## config.mk

```make
export PLATFORM = sky130hd
export DESIGN_NAME = sleep_deadline_wakeup_timer_top_flat
export DESIGN_NICKNAME = d
export VERILOG_FILES = /design/src/design/sdwt_pkg.sv /design/src/design/sdwt_intf.sv /design/src/design/sdwt_front.sv /design/src/design/sdwt_back.sv /design/src/design/sleep_deadline_wakeup_timer_top.sv /design/src/flat_wrapper.sv
export SDC_FILE = /design/constraint.sdc
export NUM_CORES = 2
export LEC_CHECK = 0
export ABC_AREA = 1
export BUFFER_PORTS_ARGS = -buffer_cell sky130_fd_sc_hd__buf_4
export CORE_MARGIN = 3
export CORE_UTILIZATION = 47
export DETAILED_ROUTE_END_ITERATION = 6
export PLACE_DENSITY = 0.6
export SLEW_MARGIN = 20
export SYNTH_ARGS = -nofsm -noshare
export SYNTH_HDL_FRONTEND = slang
export SYNTH_SLANG_ARGS = --single-unit
```

## constraint.sdc

```tcl
create_clock -name clk_i -period 17 [get_ports clk_i]
set_clock_uncertainty 0.15 [all_clocks]
set_input_delay 0 -clock clk_i [delete_from_list [all_inputs] [get_ports clk_i]]
set_output_delay 0 -clock clk_i [all_outputs]
set_load 0.1 [all_outputs]
```

## src/design/sdwt_pkg.sv

```systemverilog
// shared constants, command types and widths for the sleep deadline wakeup timer
// no dependencies; every other design file depends on this package
package sdwt_pkg;

  // table size and field widths
  localparam int SlotCount = 16;
  localparam int SlotIdxW  = $clog2(SlotCount);
  localparam int SlotW     = 4;
  localparam int MsW       = 20;
  localparam int RateW     = 11;
  localparam int CountW    = 48;
  localparam int MaskW     = 16;
  localparam int PeriodW   = 4;

  // rate register limits
  localparam logic [RateW-1:0] RateMin   = RateW'(1);
  localparam logic [RateW-1:0] RateMax   = RateW'(1193);
  localparam logic [RateW-1:0] RateReset = RateW'(100);

  // rate / 100 as a reciprocal multiply, exact for rates below 2048
  localparam logic [RateW-1:0] PeriodMul   = RateW'(1311);
  localparam int               PeriodShift = 17;

  // product / 1000 as a reciprocal multiply, exact for products below 2^31
  localparam int               ProdW      = RateW + MsW;
  localparam int               RecipW     = 32;
  localparam logic [RecipW-1:0] RecipMul  = 32'd2199023256;
  localparam int               RecipShift = 41;
  localparam int               TicksW     = 21;

  // command queue between front and back
  localparam int QueueDepth = 2;
  localparam int QPtrW      = (QueueDepth > 1) ? $clog2(QueueDepth) : 1;
  localparam int QCntW      = $clog2(QueueDepth + 1);

  // action codes of the request
  localparam logic ActTick  = 1'b0;
  localparam logic ActSleep = 1'b1;

  typedef enum logic [1:0] {
    CmdTick,
    CmdSleepSlot,
    CmdSleepKernel,
    CmdSleepNone
  } sdwt_cmd_e;

  typedef struct packed {
    sdwt_cmd_e             kind;
    logic [SlotIdxW-1:0]   slot;
    logic [MsW-1:0]        sleep_ms;
  } sdwt_cmd_t;

endpackage

```

## src/design/sdwt_intf.sv

```systemverilog
// request and result channel interfaces of the sleep deadline wakeup timer
// depends on sdwt_pkg for field widths
interface sdwt_in_if;
  logic                          valid;
  logic                          ready;
  logic                          action;
  logic [sdwt_pkg::SlotW-1:0]    process_slot;
  logic [sdwt_pkg::MsW-1:0]      sleep_ms;

  modport source (output valid, action, process_slot, sleep_ms, input ready);
  modport sink   (input valid, action, process_slot, sleep_ms, output ready);
endinterface

interface sdwt_out_if;
  logic                          valid;
  logic                          ready;
  logic [sdwt_pkg::MaskW-1:0]    woken_mask;
  logic                          schedule_now;
  logic [sdwt_pkg::CountW-1:0]   tick_count;
  logic [sdwt_pkg::CountW-1:0]   wake_tick;

  modport source (output valid, woken_mask, schedule_now, tick_count, wake_tick, input ready);
  modport sink   (input valid, woken_mask, schedule_now, tick_count, wake_tick, output ready);
endinterface

```

## src/design/sdwt_front.sv

```systemverilog
// front end: accepts requests, classifies them and queues commands for the back end
// depends on sdwt_pkg and sdwt_in_if
module sdwt_front (
  input  logic                  clk_i,
  input  logic                  rst_ni,
  sdwt_in_if.sink               in_if,
  output logic                  cmd_valid_o,
  input  logic                  cmd_ready_i,
  output sdwt_pkg::sdwt_cmd_t   cmd_o
);
  import sdwt_pkg::*;

  sdwt_cmd_t          q_mem [QueueDepth];
  logic [QPtrW-1:0]   wr_ptr_q, wr_ptr_d;
  logic [QPtrW-1:0]   rd_ptr_q, rd_ptr_d;
  logic [QCntW-1:0]   cnt_q, cnt_d;
  sdwt_cmd_t          cmd_new;
  logic               push, pop;

  // classify the request
  always_comb begin
    cmd_new.sleep_ms = in_if.sleep_ms;
    cmd_new.slot     = SlotIdxW'(in_if.process_slot);
    if (in_if.action == ActTick) begin
      cmd_new.kind = CmdTick;
    end else if (in_if.process_slot == SlotW'(0)) begin
      cmd_new.kind = CmdSleepKernel;
    end else if (32'(in_if.process_slot) < SlotCount) begin
      cmd_new.kind = CmdSleepSlot;
    end else begin
      cmd_new.kind = CmdSleepNone;
    end
  end

  // queue handshakes
  assign in_if.ready = (cnt_q != QCntW'(QueueDepth));
  assign push        = in_if.valid && in_if.ready;
  assign cmd_valid_o = (cnt_q != '0);
  assign pop         = cmd_valid_o && cmd_ready_i;
  assign cmd_o       = q_mem[rd_ptr_q];

  // pointer and fill count update
  always_comb begin
    wr_ptr_d = wr_ptr_q;
    rd_ptr_d = rd_ptr_q;
    cnt_d    = cnt_q;
    if (push) begin
      wr_ptr_d = (wr_ptr_q == QPtrW'(QueueDepth - 1)) ? '0 : wr_ptr_q + QPtrW'(1);
    end
    if (pop) begin
      rd_ptr_d = (rd_ptr_q == QPtrW'(QueueDepth - 1)) ? '0 : rd_ptr_q + QPtrW'(1);
    end
    if (push && !pop) begin
      cnt_d = cnt_q + QCntW'(1);
    end else if (pop && !push) begin
      cnt_d = cnt_q - QCntW'(1);
    end
  end

  always_ff @(posedge clk_i or negedge rst_ni) begin
    if (!rst_ni) begin
      wr_ptr_q <= '0;
      rd_ptr_q <= '0;
      cnt_q    <= '0;
    end else begin
      wr_ptr_q <= wr_ptr_d;
      rd_ptr_q <= rd_ptr_d;
      cnt_q    <= cnt_d;
    end
  end

  // queue storage
  always_ff @(posedge clk_i) begin
    if (push) begin
      q_mem[wr_ptr_q] <= cmd_new;
    end
  end

endmodule

```

## src/design/sdwt_back.sv

```systemverilog
// back end: tick count, deadline table scan, sleep deadline arithmetic, result register
// depends on sdwt_pkg and sdwt_out_if
module sdwt_back (
  input  logic                       clk_i,
  input  logic                       rst_ni,
  input  logic                       cfg_we_i,
  input  logic [sdwt_pkg::RateW-1:0] cfg_wdata_i,
  input  logic                       cmd_valid_i,
  output logic                       cmd_ready_o,
  input  sdwt_pkg::sdwt_cmd_t        cmd_i,
  sdwt_out_if.source                 out_if
);
  import sdwt_pkg::*;

  localparam logic [2:0] StIdle = 3'd0;
  localparam logic [2:0] StScan = 3'd1;
  localparam logic [2:0] StDiv  = 3'd2;
  localparam logic [2:0] StWake = 3'd3;
  localparam logic [2:0] StOut  = 3'd4;

  localparam int MulW = ProdW + RecipW;

  logic [2:0]              state_q, state_d;
  logic [RateW-1:0]        rate_q;
  logic [PeriodW-1:0]      period_q;
  logic [CountW-1:0]       count_q;
  logic [PeriodW-1:0]      phase_q;
  logic [SlotCount-1:0]    sleeping_q;
  logic [CountW-1:0]       deadline_q [SlotCount];
  logic [SlotIdxW-1:0]     scan_q;
  logic                    out_valid_q;

  sdwt_cmd_e               kind_q;
  logic [SlotIdxW-1:0]     slot_q;
  logic [MaskW-1:0]        mask_q;
  logic                    sched_q;
  logic [ProdW-1:0]        prod_q;
  logic [TicksW-1:0]       ticks_q;
  logic [CountW-1:0]       wake_q;
  logic [MaskW-1:0]        out_mask_q;
  logic                    out_sched_q;
  logic [CountW-1:0]       out_count_q;
  logic [CountW-1:0]       out_wake_q;

  logic [RateW-1:0]        rate_clamped;
  logic [2*RateW-1:0]      period_full;
  logic [PeriodW-1:0]      period_raw;
  logic [PeriodW-1:0]      period_new;
  logic [PeriodW:0]        phase_inc;
  logic                    sched_hit;
  logic                    hit;
  logic                    scan_last;
  logic [MulW-1:0]         div_full;
  logic [TicksW-1:0]       ticks_eff;
  logic [CountW-1:0]       wake_next;
  logic                    out_free;
  logic                    is_tick;

  // clamp the written rate and derive the scheduling period
  always_comb begin
    if (cfg_wdata_i < RateMin) begin
      rate_clamped = RateMin;
    end else if (cfg_wdata_i > RateMax) begin
      rate_clamped = RateMax;
    end else begin
      rate_clamped = cfg_wdata_i;
    end
    period_full = (2*RateW)'(rate_clamped) * (2*RateW)'(PeriodMul);
    period_raw  = PeriodW'(period_full >> PeriodShift);
    period_new  = (period_raw == '0) ? PeriodW'(1) : period_raw;
  end

  // schedule phase and deadline compare for the slot under scan
  assign phase_inc = {1'b0, phase_q} + (PeriodW+1)'(1);
  assign sched_hit = (phase_inc >= {1'b0, period_q});
  assign hit       = sleeping_q[scan_q] && (deadline_q[scan_q] <= count_q);
  assign scan_last = (scan_q == SlotIdxW'(SlotCount - 1));

  // ticks = product / 1000 through the reciprocal
  assign div_full  = MulW'(prod_q) * MulW'(RecipMul);
  assign ticks_eff = (kind_q == CmdSleepKernel && ticks_q == '0) ? TicksW'(1) : ticks_q;
  assign wake_next = count_q + CountW'(ticks_eff);

  assign out_free    = !out_valid_q || out_if.ready;
  assign cmd_ready_o = (state_q == StIdle);
  assign is_tick     = (kind_q == CmdTick);

  // sequencer
  always_comb begin
    state_d = state_q;
    unique case (state_q)
      StIdle: begin
        if (cmd_valid_i) begin
          state_d = (cmd_i.kind == CmdTick) ? StScan : StDiv;
        end
      end
      StScan: begin
        if (scan_last) begin
          state_d = StOut;
        end
      end
      StDiv:  state_d = StWake;
      StWake: state_d = StOut;
      StOut: begin
        if (out_free) begin
          state_d = StIdle;
        end
      end
      default: state_d = StIdle;
    endcase
  end

  // control state
  always_ff @(posedge clk_i or negedge rst_ni) begin
    if (!rst_ni) begin
      state_q     <= StIdle;
      rate_q      <= RateReset;
      period_q    <= PeriodW'(1);
      count_q     <= '0;
      phase_q     <= '0;
      sleeping_q  <= '0;
      scan_q      <= '0;
      out_valid_q <= 1'b0;
    end else begin
      state_q <= state_d;
      if (cfg_we_i) begin
        rate_q   <= rate_clamped;
        period_q <= period_new;
      end
      if (state_q == StIdle && cmd_valid_i && cmd_i.kind == CmdTick) begin
        count_q <= count_q + CountW'(1);
        phase_q <= sched_hit ? '0 : phase_inc[PeriodW-1:0];
        scan_q  <= '0;
      end
      if (state_q == StScan) begin
        if (hit) begin
          sleeping_q[scan_q] <= 1'b0;
        end
        scan_q <= scan_q + SlotIdxW'(1);
      end
      if (state_q == StWake && kind_q == CmdSleepSlot) begin
        sleeping_q[slot_q] <= 1'b1;
      end
      if (state_q == StOut && out_free) begin
        out_valid_q <= 1'b1;
      end else if (out_if.ready) begin
        out_valid_q <= 1'b0;
      end
    end
  end

  // datapath and deadline table
  always_ff @(posedge clk_i) begin
    if (state_q == StIdle && cmd_valid_i) begin
      kind_q  <= cmd_i.kind;
      slot_q  <= cmd_i.slot;
      mask_q  <= '0;
      sched_q <= sched_hit;
      prod_q  <= ProdW'(rate_q) * ProdW'(cmd_i.sleep_ms);
    end
    if (state_q == StScan && hit) begin
      mask_q <= mask_q | (MaskW'(1) << scan_q);
    end
    if (state_q == StDiv) begin
      ticks_q <= TicksW'(div_full >> RecipShift);
    end
    if (state_q == StWake) begin
      wake_q <= wake_next;
      if (kind_q == CmdSleepSlot) begin
        deadline_q[slot_q] <= wake_next;
      end
    end
    if (state_q == StOut && out_free) begin
      out_mask_q  <= is_tick ? mask_q : '0;
      out_sched_q <= is_tick ? sched_q : 1'b0;
      out_count_q <= count_q;
      out_wake_q  <= is_tick ? '0 : wake_q;
    end
  end

  assign out_if.valid        = out_valid_q;
  assign out_if.woken_mask   = out_mask_q;
  assign out_if.schedule_now = out_sched_q;
  assign out_if.tick_count   = out_count_q;
  assign out_if.wake_tick    = out_wake_q;

endmodule

```

## src/design/sleep_deadline_wakeup_timer_top.sv

```systemverilog
// top level of the sleep deadline wakeup timer: front end, command queue, back end
// depends on sdwt_pkg, sdwt_in_if, sdwt_out_if, sdwt_front and sdwt_back
//
// A tick request advances the 48-bit tick count, wakes every sleeping slot whose
// deadline is at or below the new count (reported as woken_mask) and raises
// schedule_now once every max(1, rate/100) ticks. A sleep request for a slot other
// than 0 stores the deadline count + rate*ms/1000 for that slot; for slot 0 only the
// wake tick is reported, at least one tick ahead. Requests are taken into a two-entry
// command queue one per cycle until it fills. The execution side holds one request
// at a time: a tick runs the deadline scan, which compares one slot per cycle, and a
// sleep request passes the states StDiv and StWake for the two registered multiplies
// of the rate product and the divide by 1000. The result register lets the next
// request start while a result waits to be taken. The tick rate register is written
// with cfg_we_i and is clamped to 1..1193.
module sleep_deadline_wakeup_timer_top (
  input  logic                       clk_i,
  input  logic                       rst_ni,
  input  logic                       cfg_we_i,
  input  logic [sdwt_pkg::RateW-1:0] cfg_wdata_i,
  sdwt_in_if.sink                    in_if,
  sdwt_out_if.source                 out_if
);
  import sdwt_pkg::*;

  logic      cmd_valid;
  logic      cmd_ready;
  sdwt_cmd_t cmd;

  // request intake and queue
  sdwt_front u_front (
    .clk_i       (clk_i),
    .rst_ni      (rst_ni),
    .in_if       (in_if),
    .cmd_valid_o (cmd_valid),
    .cmd_ready_i (cmd_ready),
    .cmd_o       (cmd)
  );

  // execution and result register
  sdwt_back u_back (
    .clk_i       (clk_i),
    .rst_ni      (rst_ni),
    .cfg_we_i    (cfg_we_i),
    .cfg_wdata_i (cfg_wdata_i),
    .cmd_valid_i (cmd_valid),
    .cmd_ready_o (cmd_ready),
    .cmd_i       (cmd),
    .out_if      (out_if)
  );

  // a result that woke slots is a tick result and carries no wake tick
  a_mask_no_wake: assert property (@(posedge clk_i) disable iff (!rst_ni)
    out_if.valid && (out_if.woken_mask != '0) |-> out_if.wake_tick == '0)
    else $error("woken slots reported with a wake tick");

  // a scheduling flag only comes with a tick result
  a_sched_no_wake: assert property (@(posedge clk_i) disable iff (!rst_ni)
    out_if.valid && out_if.schedule_now |-> out_if.wake_tick == '0)
    else $error("schedule flag reported with a wake tick");

  // a queued command stays offered until the back end takes it
  a_cmd_held: assert property (@(posedge clk_i) disable iff (!rst_ni)
    cmd_valid && !cmd_ready |=> cmd_valid)
    else $error("queued command lost before dispatch");

endmodule

```

## src/flat_wrapper.sv

```systemverilog
// flat-port wrapper written by rule: the top's interface ports become plain ports
module sleep_deadline_wakeup_timer_top_flat import sdwt_pkg::*;
  (clk_i, rst_ni, cfg_we_i, cfg_wdata_i, in_if_valid, in_if_action, in_if_process_slot, in_if_sleep_ms, in_if_ready, out_if_valid, out_if_woken_mask, out_if_schedule_now, out_if_tick_count, out_if_wake_tick, out_if_ready);
  sdwt_in_if in_if_i ();
  sdwt_out_if out_if_i ();
  input  logic clk_i;
  input  logic rst_ni;
  input  logic cfg_we_i;
  input  logic [sdwt_pkg::RateW-1:0] cfg_wdata_i;
  input wire logic [$bits(in_if_i.valid)-1:0] in_if_valid;
  input wire logic [$bits(in_if_i.action)-1:0] in_if_action;
  input wire logic [$bits(in_if_i.process_slot)-1:0] in_if_process_slot;
  input wire logic [$bits(in_if_i.sleep_ms)-1:0] in_if_sleep_ms;
  output wire logic [$bits(in_if_i.ready)-1:0] in_if_ready;
  output wire logic [$bits(out_if_i.valid)-1:0] out_if_valid;
  output wire logic [$bits(out_if_i.woken_mask)-1:0] out_if_woken_mask;
  output wire logic [$bits(out_if_i.schedule_now)-1:0] out_if_schedule_now;
  output wire logic [$bits(out_if_i.tick_count)-1:0] out_if_tick_count;
  output wire logic [$bits(out_if_i.wake_tick)-1:0] out_if_wake_tick;
  input wire logic [$bits(out_if_i.ready)-1:0] out_if_ready;
  assign in_if_i.valid = in_if_valid;
  assign in_if_i.action = in_if_action;
  assign in_if_i.process_slot = in_if_process_slot;
  assign in_if_i.sleep_ms = in_if_sleep_ms;
  assign in_if_ready = in_if_i.ready;
  assign out_if_valid = out_if_i.valid;
  assign out_if_woken_mask = out_if_i.woken_mask;
  assign out_if_schedule_now = out_if_i.schedule_now;
  assign out_if_tick_count = out_if_i.tick_count;
  assign out_if_wake_tick = out_if_i.wake_tick;
  assign out_if_i.ready = out_if_ready;
  sleep_deadline_wakeup_timer_top u_core (.clk_i(clk_i), .rst_ni(rst_ni), .cfg_we_i(cfg_we_i), .cfg_wdata_i(cfg_wdata_i), .in_if(in_if_i), .out_if(out_if_i));
endmodule
```

==> results.tsv <==
stage	metric	value	unit
run_status	status	completed	
drt	drtIter0Drc	3951	
global_routing	antenna_found_initial	2	
global_routing	grt_pass1_vias	50800	
global_routing	grt-ovfl-total	0	
global_routing	grt_first_pass_wirelength	317000	um
synthesis	synthArstFlopShare	8.25	%
sta	finalSetupTns	0	ns
setup_path	cp-end-kind	register	
die	dieArea	0.158	mm2
setup_path	slowest_delay	0.86	ns
setup_path	crit_path_top_delay_cell	dfrtp_4	
setup_path	crit_arrival	7.34	ns
drt	num_vias	50500	
setup_path	start_kind	register	
flow_run	drv_cap	0	
sta	finalCritPeriodShare	41.9	%
synthesis	ys_warn_count	0	
synthesis	synth_edf_count	1056	
clock_tree	cts_buffer_depth	3	
die	start_util	47.7	%
clock_tree	htree_levels	4	
synthesis	syn_area_per_cell	10.5	um2
placement	gp_congestion	0.961	
synthesis	synth_seq_cells	1151	
sta	max_slew_margin	22.5	%
placement	io_buffers	155	
setup_path	crit_top_cell	nand2_1	
sta	tightest_slew	1.16	ns
sta	fin_hold_ws	0.0707	ns
sta	post-route-min-period	7.12	ns
sta	drv_slew	0	
clock_tree	clk_pin_slew	0.06	ns
sta	report.final.setup_viol	0	
die	die_h	397	um
synthesis	yosysSeqAreaShare	47.4	%
sta	rsz0062_at_grt	false	
clock_tree	ctsResizeCount	0	
drt	ant_nets	0	
setup_path	crit_path_max_fanout	103	
synthesis	synthFlopType	edfxtp_1	
die	coreArea	0.151	mm2
sta	clock.fmax	0.141	GHz
drt	routedWlPerCell	22.9	um
clock_tree	cts_tree	yes	
synthesis	synth_area	0.0720	mm2
synthesis	syn_inst	6877	
setup_path	path_delay_family	simple AND/OR/NAND/NOR gates	
die	rows	142	
setup_path	required	17.23	ns
global_routing	grt_max_degree	188	
die	die_w	397	um
drt	first_pass_iters	6	
sta	final-hold-violation-count	0	
final_layout	final_layout_size_suffix_gt1_share	7.71	%
setup_path	critPathBufInv	3	
final_layout	layout.nets	8231	
drt	routed_wl	211000	um
setup_path	path_cells	buf_4, buf_4, buf_4, o21ai_0, o22ai_1, nand2_1, nand4_1, ha_1, a21oi_1, o21ai_0, nand2_1, nand2_1, a21oi_1, nand3_1, nand2_1, nand2_2, nand2_1	
global_routing	grt_use_total	26.7	%
clock_tree	root_buffer	clkbuf_16	
clock_tree	clock-sinks	1151	
final_layout	utilization	53.5	%
min_path	hp-class	input pin to register	
drt	drcViolationCount	0	
clock_tree	clk_latency	0.77	ns
synthesis	synth_nets	8011	
die	io-pin-count	156	
drt	vias_per_cell	5.48	
clock_tree	cts-buffers-inserted	132	
setup_path	worstSetupPathType	register to register	
synthesis	synth_cell_types	53	
placement	dp_hpwl	146000	um
final_layout	synthToLayoutAreaGrowth	12.2	%
## final cells by class
| cell class | count | area, um2 |
|---|---|---|
| Sequential cell | 1151 | 34100 |
| Antenna cell | 1 | 2.50 |
| Multi-Input combinational cell | 4377 | 33100 |
| Inverter | 1140 | 4300 |
| Fill cell | 13400 | 70200 |
| Tap cell | 2016 | 2520 |
| Timing Repair Buffer | 295 | 2450 |
| Clock buffer | 157 | 3450 |
| Clock inverter | 81 | 838 |
## worst register-to-register path: cells and delay by family, from the launching register on
family	cells	cell delay [ns]
flip-flops	1	0.86
AND/OR/NAND/NOR	8	2.15
AO/OA/AOI/OAI	5	1.04
buffers and inverters	3	2.25
adder cells (fa/ha/maj)	1	0.26
## kinds of logic (layout without fill, tap and decap cells)
logic type,count (synthesis),after routing,share of synthesized area (%)
and+or+nand+nor,2158,2158,12.4
buffers and inverters,1349,1673,7.12
AOI/OAI and AO/OA,989,989,7.48
adders and majority gates,1093,1093,24.0
DFF,1151,1151,47.4
xor gates and xnor gates,137,137,1.67
other,0,1,0
## routing by layer
| metal | up-vias | global-route usage [%] | wire length [um] |
|---|---|---|---|
| met1 | 25300 | 36.8 | 90200 |
| li1 | 23200 | - | - |
| met4 | 2 | 7.42 | 5760 |
| met5 | - | 0 | 8 |
| met2 | 1660 | 44.6 | 102000 |
| met3 | 324 | 3.64 | 12800 |
## repair_timing
action | 4_1_cts | 5_1_grt
hold buffers | 78 | 0
endpoints found under the hold margin | 178 | 0
setup buffers | 0 | 0
## sequential cells by signal, indices dropped and copies added (netlist names), 2 cells and up
signal	count
u_core.u_back.kind_q	2
u_core.u_back.out_if.tick_count	48
u_core.u_back.deadline_q	768
u_core.u_back.mask_q	16
u_core.u_back.period_q	4
u_core.u_back.sleeping_q	16
u_core.u_front.q_mem	52
u_core.u_back.prod_q	31
u_core.u_back.scan_q	4
u_core.u_back.slot_q	4
u_core.u_back.out_if.woken_mask	16
u_core.u_back.count_q	48
u_core.u_back.wake_q	48
u_core.u_back.out_if.wake_tick	48
u_core.u_front.cnt_q	2
u_core.u_back.ticks_q	21
u_core.u_back.rate_q	11
u_core.u_back.phase_q	4
u_core.u_back.state_q	3
## cells in the final DEF (no fill, tap or decap), types with 15 or more instances in the layout
cell           count
inv_1           1109
edfxtp_1        1056
nand2_1          963
nor2_1           798
ha_1             612
o21ai_0          515
fa_1             481
buf_4            215
o22ai_1          194
a21oi_1          174
clkbuf_16        134
nand3_1          131
xor2_1            96
nand4_1           91
dfrtp_1           89
dlygate4sd3_1     77
nor3_1            60
or2_2             37
clkinv_1          34
nor2_4            31
o21ai_1           28
a21o_1            25
xor2_2            24
clkinv_2          22
clkbuf_1          22
o21bai_1          20
inv_2             19
xnor2_1           15
## synthesized netlist by cell type, types with 8 or more instances
cell | instances | area share (%)
nor4_1 | 10 | 0.087
o22ai_1 | 194 | 1.7
o21ai_0 | 515 | 3.6
inv_2 | 20 | 0.10
nor2_4 | 9 | 0.14
dfrtp_1 | 91 | 3.2
a21o_1 | 25 | 0.26
buf_1 | 12 | 0.063
o21ai_1 | 28 | 0.19
o21bai_1 | 20 | 0.21
nand2_1 | 963 | 5.0
inv_1 | 1110 | 5.8
clkinv_1 | 8 | 0.042
a21oi_1 | 174 | 1.2
nor2_1 | 822 | 4.3
fa_1 | 481 | 13
ha_1 | 612 | 11
buf_2 | 28 | 0.19
xor2_1 | 120 | 1.5
or2_2 | 37 | 0.32
nor3_1 | 60 | 0.42
nand3b_1 | 8 | 0.083
clkbuf_1 | 164 | 0.86
nand4_1 | 91 | 0.79
a31oi_1 | 10 | 0.087
xnor2_1 | 17 | 0.21
nand3_1 | 131 | 0.91
edfxtp_1 | 1056 | 44
nand2_2 | 8 | 0.070
## final timing paths
check                                                  from                     endpoint  slack, ns  depth (start not counted)
min in group asynchronous                            rst_ni      u_core.u_back.rate_q[5]       0.33                          3
worst max register to register      u_core.u_back.scan_q[0]      u_core.u_back.mask_q[1]       9.88                         17
max in group asynchronous                            rst_ni     u_core.u_back.count_q[4]      15.66                          4
worst min register to register  u_core.u_back.sleeping_q[8]  u_core.u_back.sleeping_q[8]       0.32                          2
worst max-delay path                u_core.u_back.scan_q[0]      u_core.u_back.mask_q[1]       9.88                         17
worst min-delay path                  in_if_process_slot[2]  u_core.u_front.q_mem[1][25]       0.07                          5
## metrics by stage
step | worst slack (ns) | cell area [um2] | instances
6_report | 9.88 | 80800 | 9218
5_1_grt | 9.40 | 80800 | 9217
4_1_cts | 9.98 | 80700 | 9217
3_5_place_dp | 9.98 | 75600 | 8901
3_3_place_gp | 9.98 | 75500 | 8901
2_1_floorplan | 10.60 | 72000 | 6877
Power is left out: the tool's default activity adds up to more than one toggle a clock period on the data nets, which glitch-free logic cannot reach.
